==> config.mk <==
export PLATFORM = sky130hd
export DESIGN_NAME = double_ended_queue_top
export DESIGN_NICKNAME = d
export VERILOG_FILES = /design/src/rtl/deq_pkg.sv /design/src/rtl/deq_cell.sv /design/src/rtl/double_ended_queue_top.sv
export SDC_FILE = /design/constraint.sdc
export NUM_CORES = 2
export LEC_CHECK = 0
export ABC_AREA = 0
export BUFFER_PORTS_ARGS = -buffer_cell sky130_fd_sc_hd__buf_4
export CORE_ASPECT_RATIO = 0.5
export CORE_MARGIN = 10
export CORE_UTILIZATION = 45
export DETAILED_ROUTE_END_ITERATION = 7
export GPL_TIMING_DRIVEN = 0
export PLACE_DENSITY = 0.57
export SLEW_MARGIN = 25
export SYNTH_ARGS = -nofsm -noshare
export SYNTH_HDL_FRONTEND = slang
export SYNTH_SLANG_ARGS = --single-unit
==> constraint.sdc <==
create_clock -name clk -period 4.45 [get_ports clk]
set_clock_uncertainty 0.05 [all_clocks]
set_input_delay 0.6675 -clock clk [delete_from_list [all_inputs] [get_ports clk]]
set_output_delay 0.6675 -clock clk [all_outputs]
set_load 0.1 [all_outputs]
==> src/rtl/deq_pkg.sv <==
`timescale 1ns / 1ps

package deq_pkg;

    // Default sizes and the fixed width of the word fields
    localparam int DEPTH_DEF      = 16;
    localparam int DATA_WIDTH_DEF = 32;
    localparam int FIELD_WIDTH    = 32;
    localparam int OPCODE_WIDTH   = 2;

    // Opcodes
    localparam logic [OPCODE_WIDTH-1:0] OP_PUSH_FRONT = 2'd0;
    localparam logic [OPCODE_WIDTH-1:0] OP_PUSH_BACK  = 2'd1;
    localparam logic [OPCODE_WIDTH-1:0] OP_POP_FRONT  = 2'd2;
    localparam logic [OPCODE_WIDTH-1:0] OP_POP_BACK   = 2'd3;

    // Command item
    typedef struct packed {
        logic [OPCODE_WIDTH-1:0]       opcode;
        logic signed [FIELD_WIDTH-1:0] data_in;
    } deq_in_t;

    // Result item
    typedef struct packed {
        logic signed [FIELD_WIDTH-1:0] data_out;
        logic                          success;
        logic                          empty_flag;
        logic                          full_flag;
    } deq_out_t;

    // Per-cycle command broadcast to every cell
    typedef struct packed {
        logic shift_right;  // push front: every word moves one cell back
        logic shift_left;   // pop front: every word moves one cell forward
        logic append;       // push back: first empty cell takes the word
        logic grab;         // pop back: last valid cell hands its word to the lane
    } deq_ctrl_t;

endpackage

==> src/rtl/deq_cell.sv <==
`timescale 1ns / 1ps

module deq_cell #(
    parameter int DATA_WIDTH = deq_pkg::DATA_WIDTH_DEF
) (
    input  logic                  clk,
    input  logic                  rst_n,
    input  deq_pkg::deq_ctrl_t    ctrl,
    input  logic [DATA_WIDTH-1:0] word,
    input  logic [DATA_WIDTH-1:0] left_data,
    input  logic                  left_valid,
    input  logic [DATA_WIDTH-1:0] right_data,
    input  logic                  right_valid,
    input  logic [DATA_WIDTH-1:0] right_lane_data,
    input  logic                  right_lane_valid,
    output logic [DATA_WIDTH-1:0] data,
    output logic                  valid,
    output logic [DATA_WIDTH-1:0] lane_data,
    output logic                  lane_valid
);
    import deq_pkg::*;

    logic [DATA_WIDTH-1:0] data_reg;
    logic [DATA_WIDTH-1:0] data_next;
    logic                  valid_reg;
    logic                  valid_next;
    logic [DATA_WIDTH-1:0] lane_data_reg;
    logic [DATA_WIDTH-1:0] lane_data_next;
    logic                  lane_valid_reg;
    logic                  lane_valid_next;

    // Update the stored word and the return lane
    always_comb
    begin
        data_next       = data_reg;
        valid_next      = valid_reg;
        lane_data_next  = right_lane_data;
        lane_valid_next = right_lane_valid;
        if (ctrl.shift_right)
        begin
            data_next  = left_data;
            valid_next = left_valid;
        end
        else if (ctrl.shift_left)
        begin
            data_next  = right_data;
            valid_next = right_valid;
        end
        else if (ctrl.append)
        begin
            if (!valid_reg && left_valid)
            begin
                data_next  = word;
                valid_next = 1'b1;
            end
        end
        else if (ctrl.grab)
        begin
            if (valid_reg && !right_valid)
            begin
                valid_next      = 1'b0;
                lane_data_next  = data_reg;
                lane_valid_next = 1'b1;
            end
        end
    end

    // Hold control bits under reset
    always_ff @(posedge clk or negedge rst_n)
    begin
        if (!rst_n)
        begin
            valid_reg      <= 1'b0;
            lane_valid_reg <= 1'b0;
        end
        else
        begin
            valid_reg      <= valid_next;
            lane_valid_reg <= lane_valid_next;
        end
    end

    // Payload needs no reset
    always_ff @(posedge clk)
    begin
        data_reg      <= data_next;
        lane_data_reg <= lane_data_next;
    end

    assign data       = data_reg;
    assign valid      = valid_reg;
    assign lane_data  = lane_data_reg;
    assign lane_valid = lane_valid_reg;

endmodule

==> src/rtl/double_ended_queue_top.sv <==
`timescale 1ns / 1ps
// Double-ended queue of DATA_WIDTH-bit words, DEPTH entries, built as a row of cells.
// Command channel: cmd (opcode, data_in) is taken at a rising edge with start high
// and busy low. Result channel: done is high for exactly one cycle and result then
// holds data_out, success and the empty and full flags after the operation.
// The receiver cannot stall; every result is taken in the cycle it is shown.
// Word i of the queue sits in cell i, so the front is always cell 0.
// Push front, push back, pop front, and any failed operation: done in the cycle after
// the command is taken, busy stays low, and a new command may follow every cycle.
// Pop back of a queue holding n items: the last valid cell loads its word onto a return
// lane that moves one cell toward cell 0 per cycle, so done comes once the word has
// reached cell 0 and busy stays high until then; the lane length sets the wait.
// Reset empties the queue (all cell valid bits clear) and drops any pending pop.
// A push into a full queue and a pop from an empty one leave the queue unchanged
// and report success low; a failed pop returns zero.
module double_ended_queue_top #(
    parameter int DEPTH      = deq_pkg::DEPTH_DEF,
    parameter int DATA_WIDTH = deq_pkg::DATA_WIDTH_DEF
) (
    input  logic              clk,
    input  logic              rst_n,
    input  logic              start,
    output logic              busy,
    input  deq_pkg::deq_in_t  cmd,
    output logic              done,
    output deq_pkg::deq_out_t result
);
    import deq_pkg::*;

    logic [DATA_WIDTH-1:0] cell_data  [DEPTH];
    logic                  cell_valid [DEPTH];
    logic [DATA_WIDTH-1:0] lane_data  [DEPTH];
    logic                  lane_valid [DEPTH];
    logic [DATA_WIDTH-1:0] word;
    deq_ctrl_t             ctrl;
    logic                  accept;
    logic                  is_full;
    logic                  is_empty;

    logic                   busy_reg;
    logic                   busy_next;
    logic                   done_reg;
    logic                   done_next;
    logic                   success_reg;
    logic                   success_next;
    logic [FIELD_WIDTH-1:0] data_out_reg;
    logic [FIELD_WIDTH-1:0] data_out_next;

    assign accept   = start && !busy_reg;
    assign word     = DATA_WIDTH'($unsigned(cmd.data_in));
    assign is_empty = !cell_valid[0];
    assign is_full  = cell_valid[DEPTH-1];

    // Row of cells, each linked to both neighbors
    for (genvar i = 0; i < DEPTH; i++)
    begin : g_cell
        logic [DATA_WIDTH-1:0] l_data;
        logic                  l_valid;
        logic [DATA_WIDTH-1:0] r_data;
        logic                  r_valid;
        logic [DATA_WIDTH-1:0] r_lane_data;
        logic                  r_lane_valid;

        if (i == 0)
        begin : g_front
            assign l_data  = word;
            assign l_valid = 1'b1;
        end
        else
        begin : g_inner_l
            assign l_data  = cell_data[i-1];
            assign l_valid = cell_valid[i-1];
        end

        if (i == DEPTH - 1)
        begin : g_back
            assign r_data       = '0;
            assign r_valid      = 1'b0;
            assign r_lane_data  = '0;
            assign r_lane_valid = 1'b0;
        end
        else
        begin : g_inner_r
            assign r_data       = cell_data[i+1];
            assign r_valid      = cell_valid[i+1];
            assign r_lane_data  = lane_data[i+1];
            assign r_lane_valid = lane_valid[i+1];
        end

        deq_cell #(
            .DATA_WIDTH(DATA_WIDTH)
        ) u_cell (
            .clk             (clk),
            .rst_n           (rst_n),
            .ctrl            (ctrl),
            .word            (word),
            .left_data       (l_data),
            .left_valid      (l_valid),
            .right_data      (r_data),
            .right_valid     (r_valid),
            .right_lane_data (r_lane_data),
            .right_lane_valid(r_lane_valid),
            .data            (cell_data[i]),
            .valid           (cell_valid[i]),
            .lane_data       (lane_data[i]),
            .lane_valid      (lane_valid[i])
        );
    end

    // Decode the command and build the result
    always_comb
    begin
        ctrl          = '0;
        busy_next     = busy_reg;
        done_next     = 1'b0;
        success_next  = 1'b0;
        data_out_next = '0;
        if (accept)
        begin
            unique case (cmd.opcode)
                OP_PUSH_FRONT:
                begin
                    ctrl.shift_right = !is_full;
                    done_next        = 1'b1;
                    success_next     = !is_full;
                end
                OP_PUSH_BACK:
                begin
                    ctrl.append  = !is_full;
                    done_next    = 1'b1;
                    success_next = !is_full;
                end
                OP_POP_FRONT:
                begin
                    ctrl.shift_left = !is_empty;
                    done_next       = 1'b1;
                    success_next    = !is_empty;
                    if (!is_empty)
                    begin
                        data_out_next = FIELD_WIDTH'(cell_data[0]);
                    end
                end
                default:
                begin
                    // Pop back: start the lane, or fail at once when empty
                    if (is_empty)
                    begin
                        done_next = 1'b1;
                    end
                    else
                    begin
                        ctrl.grab = 1'b1;
                        busy_next = 1'b1;
                    end
                end
            endcase
        end
        else if (busy_reg && lane_valid[0])
        begin
            // Lane word has reached the front cell
            busy_next     = 1'b0;
            done_next     = 1'b1;
            success_next  = 1'b1;
            data_out_next = FIELD_WIDTH'(lane_data[0]);
        end
    end

    // Hold control state
    always_ff @(posedge clk or negedge rst_n)
    begin
        if (!rst_n)
        begin
            busy_reg <= 1'b0;
            done_reg <= 1'b0;
        end
        else
        begin
            busy_reg <= busy_next;
            done_reg <= done_next;
        end
    end

    // Result payload
    always_ff @(posedge clk)
    begin
        success_reg  <= success_next;
        data_out_reg <= data_out_next;
    end

    assign busy              = busy_reg;
    assign done              = done_reg;
    assign result.data_out   = data_out_reg;
    assign result.success    = success_reg;
    assign result.empty_flag = is_empty;
    assign result.full_flag  = is_full;

endmodule

# [After elaboration in Yosys (flattened, before gate mapping)]
# Index checks and enable logic that the tools add are counted.
[word_totals] input_bits=37 word_cells=527 out_inout_bits=37 ff_bits=1091
[op_classes] eq_ne=20 reduce_logical=104 bitwise_logic=2 mux=333
[op_table] operator="32-bit two-way mux" n=143
[op_table] operator="1-bit two-way mux" n=188
[op_table] operator="4-bit nonzero test" n=16
[op_table] operator="4-bit by 1-bit != test with 1-bit output, second input constant" n=15
[op_table] operator="3-bit nonzero test" n=16
[op_table] operator="3-bit AND reduction" n=15
[op_table] operator="2-bit AND reduction" n=18
[op_table] operator="1-bit logical AND" n=17
[op_table] operator="1-bit logical NOT" n=17
[op_table] operator="5-bit OR reduction" n=1
[op_table] operator="4-bit two-way mux" n=1
[op_table] operator="3-bit != test, second input constant" n=1
[op_table] operator="3-bit OR reduction" n=1
[op_table] operator="2-bit by 1-bit == test with 1-bit output, second input constant" n=1
[op_table] operator="2-bit == test, second input constant" n=1
[op_table] operator="2-bit logical NOT" n=1
[op_table] operator="2-bit by 1-bit != test with 1-bit output, second input constant" n=1
[op_table] operator="2-bit != test, second input constant" n=1
[op_table] operator="1-bit inverter" n=2
[op_table] operator="1-bit case mux with 2 select lines" n=1
[op_table] operator="2-bit nonzero test" n=1
[op_table] operator="2-bit OR reduction" n=1

# [Longest topological paths before layout]
[logic_depth] ltp_word=8 depth_mapped=7 depth_no_buf=4

# [By module]
# Synthesis repeated with hierarchy kept, for this count alone.
[unflattened] hier_cells=3589 area_unflattened_um2=47748.3
[by_module_without_submodules] mod="deq_cell" area_per_inst_um2=2906.5 instances=16 cells_per_inst=218 seq_area_each_um2=1651.6
[by_module_without_submodules] mod="double_ended_queue_top" area_per_inst_um2=1243.7 instances=1 cells_per_inst=101 seq_area_each_um2=710.7

# [Least setup slack after synthesis]
# No wires, ideal clock.
[synth_path] path_type="reg-to-reg" start="reg busy_reg (netlist: busy)" end="reg g_cell[0].u_cell.data_reg[0] (enable)" path_stages_with_launch=6 setup_time_ns=0.432 path_slack_ns=0.361 t_arrival_ns=3.607 path_buffers=1 period_less_slack_ns=4.089 path_cell_list="dfrtp_1 -> nand2b_1 -> nor3_1 -> clkbuf_1 -> nand2_1 -> a21oi_1"
[synth_via] elab_chain_cells=5
[synth_rtl] item="start, declared" line="double_ended_queue_top.sv:40" source="logic busy_reg;"
[synth_rtl] item="start signal, assigned" line="double_ended_queue_top.sv:178" source="busy_reg <= busy_next;"
[synth_rtl] item="1-bit logical NOT *" line="double_ended_queue_top.sv:49" source="assign accept = start && !busy_reg;"
[synth_rtl] item="1-bit logical AND *" line="double_ended_queue_top.sv:49"
[synth_rtl] item="4-bit two-way mux *" line="double_ended_queue_top.sv:118" source="if (accept)"
[synth_rtl] item="3-bit != test (no line) / 3-bit nonzero test (equally long branches)"
[synth_rtl] item="2-bit AND reduction (no line) *"
[synth_rtl] item="end signal, assigned" line="deq_cell.sv:86" source="data_reg <= data_next;"
[synth_rtl] item="end, declared" line="deq_cell.sv:23" source="logic [DATA_WIDTH-1:0] data_reg;"
# Mark *: on every way between the ends. The rest lies on a longest branch, timed or not.
# A chain may end at the register's enable or synchronous reset.

# [Worst setup path after layout]
[layout_path] start="reg busy_reg (netlist: busy)" end="reg g_cell[1].u_cell.data_reg[18] (enable)"
[layout_via] elab_chain_cells=5
[layout_rtl] item="1-bit logical NOT *" line="double_ended_queue_top.sv:49"
[layout_rtl] item="1-bit logical AND *" line="double_ended_queue_top.sv:49"
[layout_rtl] item="4-bit two-way mux *" line="double_ended_queue_top.sv:118"
[layout_rtl] item="3-bit nonzero test (no line)"
[layout_rtl] item="2-bit AND reduction (no line) *"
[layout_rtl] item="end signal, assigned" line="deq_cell.sv:86"
[layout_rtl] item="end, declared" line="deq_cell.sv:23"
# Marks and branches as above.

==> summary.md <==
| Metric | Value |
|---|---|
| Synth top area cells | edfxtp_1 (38%), dfxtp_1 (27%), mux2_2 (14%) |
| CP Cell Sequence | nand4b_2 > nor2_2 > clkbuf_2 > nor2_2 > clkbuf_2 > nor2_4 > buf_16 |
| Worst Setup End Kind | flop |
| H-tree Lvls | 3 |
| WL per Instance | 26.5 um |
| I/O Pins | 74 |
| Worst r2r path cells | 7 |
| Synthesized flop and latch total | around 1100 |
| Post-Layout Cell Count | between 4000 and 5000 |
| R2R setup slack | 0.26 ns |
| RSZ-0062 raised after global routing | false |
| Worst skew pair latency | 0.68 ns |
| Fin. max-slew vios | 0 |
| Starting DRC count in detailed routing | 2496 |
| Worst min path class | in2reg |
| LEAKAGE | 17.6 nW |
| CP startpoint | busy |
| Worst path arrival time | 4.52 ns |
| CP Class | reg2reg |
| Detailed-route vias per instance | 5.77 |
| Final design utilization | approximately 52% |
| Worst-path fanout max | 20 |
| Placed Instances | 3837 |
| Unique masters post-synth | 38 |
| CP endpoint | g_cell[1].u_cell.data[18] |
| Syn Std Cell Area | 40100 um2 |
| Routability congestion estimate | 0.849 |
| Post-synth EDFFs | 512 |
| Crit path depth | 7 |
| Measured slew at the worst slew-check pin | between 0.9 and 1 ns |
| Crit-path max cell delay | 0.62 ns |
| R2r endpoint | g_cell[1].u_cell.data[18] |
| Filler instances | 7298 |
| Pin count of the biggest net entering global routing | 35 |
| Sw Ratio | 20.3% |
| Startpoint Class | flop |
| First-pass GRT wire length | 158000 um |
| Net switching power | approximately 4.0 mW |
| Commonest cells after routing, fill and taps aside | dfxtp_1 (545), edfxtp_1 (512), mux2_2 (508), a221o_1 (452), clkbuf_1 (180) |
| Internal power | 15.6 mW |
| Number of buffers added on ports | 72 |
| CTS Buf Count | 97 |
| Total routed wirelength | 107000 um |
| Clk slew on worst S/H paths | 0.07 ns |
| Slowest stage cell, crit path | clkbuf_2 |
| Register area share after synthesis | 67.7% |
| Nets@finish | 2789 |
| Root buffer cell | clkbuf_16 |
| Via count | 23200 |
| Vias in the first global route | roughly 22000 |
| Pre-antenna DRT Iters | 5 |
| Clk pwr share | a little over two fifths |
| Most common cell after layout, fill and taps aside | dfxtp_1 |
| TritonCTS clock tree | done |
| Required @ worst endpoint | 4.78 ns |
| Share of cells above drive strength 1 | 29.4% |
| Dpl hpwl | around 80000 um |
| Synth Instances | roughly 2600 |
| Status | complete, no violations |
| Area leader, netlist | edfxtp_1 |
| Reg-to-reg startpoint | busy |
| Setup TNS | 0 ns |
| Worst Path Buf+Inv | 3 |
| Final Hold Viols | 0 |
| Num rows | 77 |
| Worst Hold Margin | between 0.2 and 0.3 ns |
| N_diodes | 0 |
| Worst slew margin | 39.3% |
| Drc violations | 0 |
| Setup bufs post-CTS | 0 |
| Logic pwr share | 2.2% |
| Starting Density | roughly 45% |
| Async SR Flop Fraction | 3.12% |
| Period utilization | 94.1% |
| Setup violations, final | 0 |
| Global route total overflow | 0 |
| Die area | 102000 um2 |
| CTS sink count | about 1100 |
| Delay-heaviest family, CP | simple AND/OR/NAND/NOR gates |
| Share of the synthesized area in the top cell type | a little under two fifths |
| Layout area overhead | 14.8% |
| Max Freq | 239 MHz |
| Prevailing post-synth register cell | dfxtp_1 |
| ANT nets after route | 0 |
| Min Tclk post-route | 4.19 ns |
| Core area | 88300 um2 |
| Die W | 442 um |
| Initial antenna violation count | 2 |
| Clock Tree Buf Depth | 3 |
| Die extent in y | 231 um |
| Syn avg cell area | roughly 16 um2 |
| Max IR drop VDD | 0.000311 V |
| PwrDens | 424 nW/um2 |
| Yosys warning total | 0 |
| GRT Util Overall | 20.4% |
| Flop pwr share | 53.8% |
| Synthesized Nets | 2597 |
| Number of max-cap violations | 0 |
power by group through the flow:
stage | Clock (mW) | Sequential (mW) | Combinational, mW
global placement | 0 | 10.7 | 0.395
CTS | 8.73 | 10.5 | 0.416
global route | 9.14 | 10.5 | 0.459
finish | 8.59 | 10.5 | 0.424
floorplan | 0 | 10.7 | 0.268
detailed placement | 0 | 10.7 | 0.413
metrics by stage:
step | area [um2] | setup WS (ns) | power (mW)
floorplan | 40100 | 0.361 | 11.0
global placement | 42100 | -2.49 | 11.1
detailed placement | 42800 | -0.0747 | 11.1
CTS | 46000 | 0.103 | 19.6
global route | 46000 | 0.176 | 20.1
finish | 46000 | 0.263 | 19.5
area by class of cell:
cell class	count	area, um2	area share [%]
sequential	1091	27100	59.0
multi-input combinational	1237	12200	26.5
buffer	219	903	1.96
clock inverter	45	420	0.913
clock buffer	138	2810	6.10
timing repair buffer	93	1040	2.25
tap	1185	1480	3.22
inverter	13	48.8	0.106
synthesized netlist by cell type, drive strengths merged (10+ instances only):
cell type / count
o21ai: 24
a22oi: 10
clkbuf: 161
a21oi: 15
a221o: 452
and3: 32
a22o: 33
nor2: 23
inv: 13
dfxtp: 545
buf: 58
a21o: 32
nand3: 13
mux2: 512
dfrtp: 34
nand2: 14
edfxtp: 512
nand2b: 19
nor2b: 36
cells by family after synthesis:
group / count (synthesis) / share of synthesized area [%]
muxes: 512 / 14.4
and+or+nand+nor: 154 / 2.22
AOI/OAI and AO/OA: 571 / 13.4
buffers and inverters: 232 / 2.36
DFF: 1091 / 67.7
worst min-delay path by stage:
stage                                             from                            to  slack, ns  cells past startpoint
after detailed placement   g_cell[7].u_cell.lane_valid   g_cell[6].u_cell.lane_valid       0.37                      1
after floorplan                                  rst_n                          busy       0.32                      0
after global routing                           cmd[17]     g_cell[0].u_cell.data[17]       0.22                      2
after global placement    g_cell[13].u_cell.lane_valid  g_cell[12].u_cell.lane_valid       0.36                      1
final                                          cmd[27]     g_cell[0].u_cell.data[27]       0.26                      2
after CTS                                      cmd[27]     g_cell[0].u_cell.data[27]       0.20                      2
what timing repair did:
item | in CTS | in global routing
endpoints found under the hold margin | 34 | 0
resized for setup | 0 | 1
hold buffers | 1 | 0
endpoints found under the setup margin | 0 | 44
per-layer routing:
layer | track usage, % | share of wire (%) | vias to the layer above
li1 | - | - | 10700
met5 | 0 | 0 | -
met4 | 4.23 | 1.7 | 0
met1 | 34.7 | 54 | 11500
met3 | 4.88 | 8.4 | 124
met2 | 24.7 | 36 | 847
No activity file was read; power rests on OpenSTA's default activity.
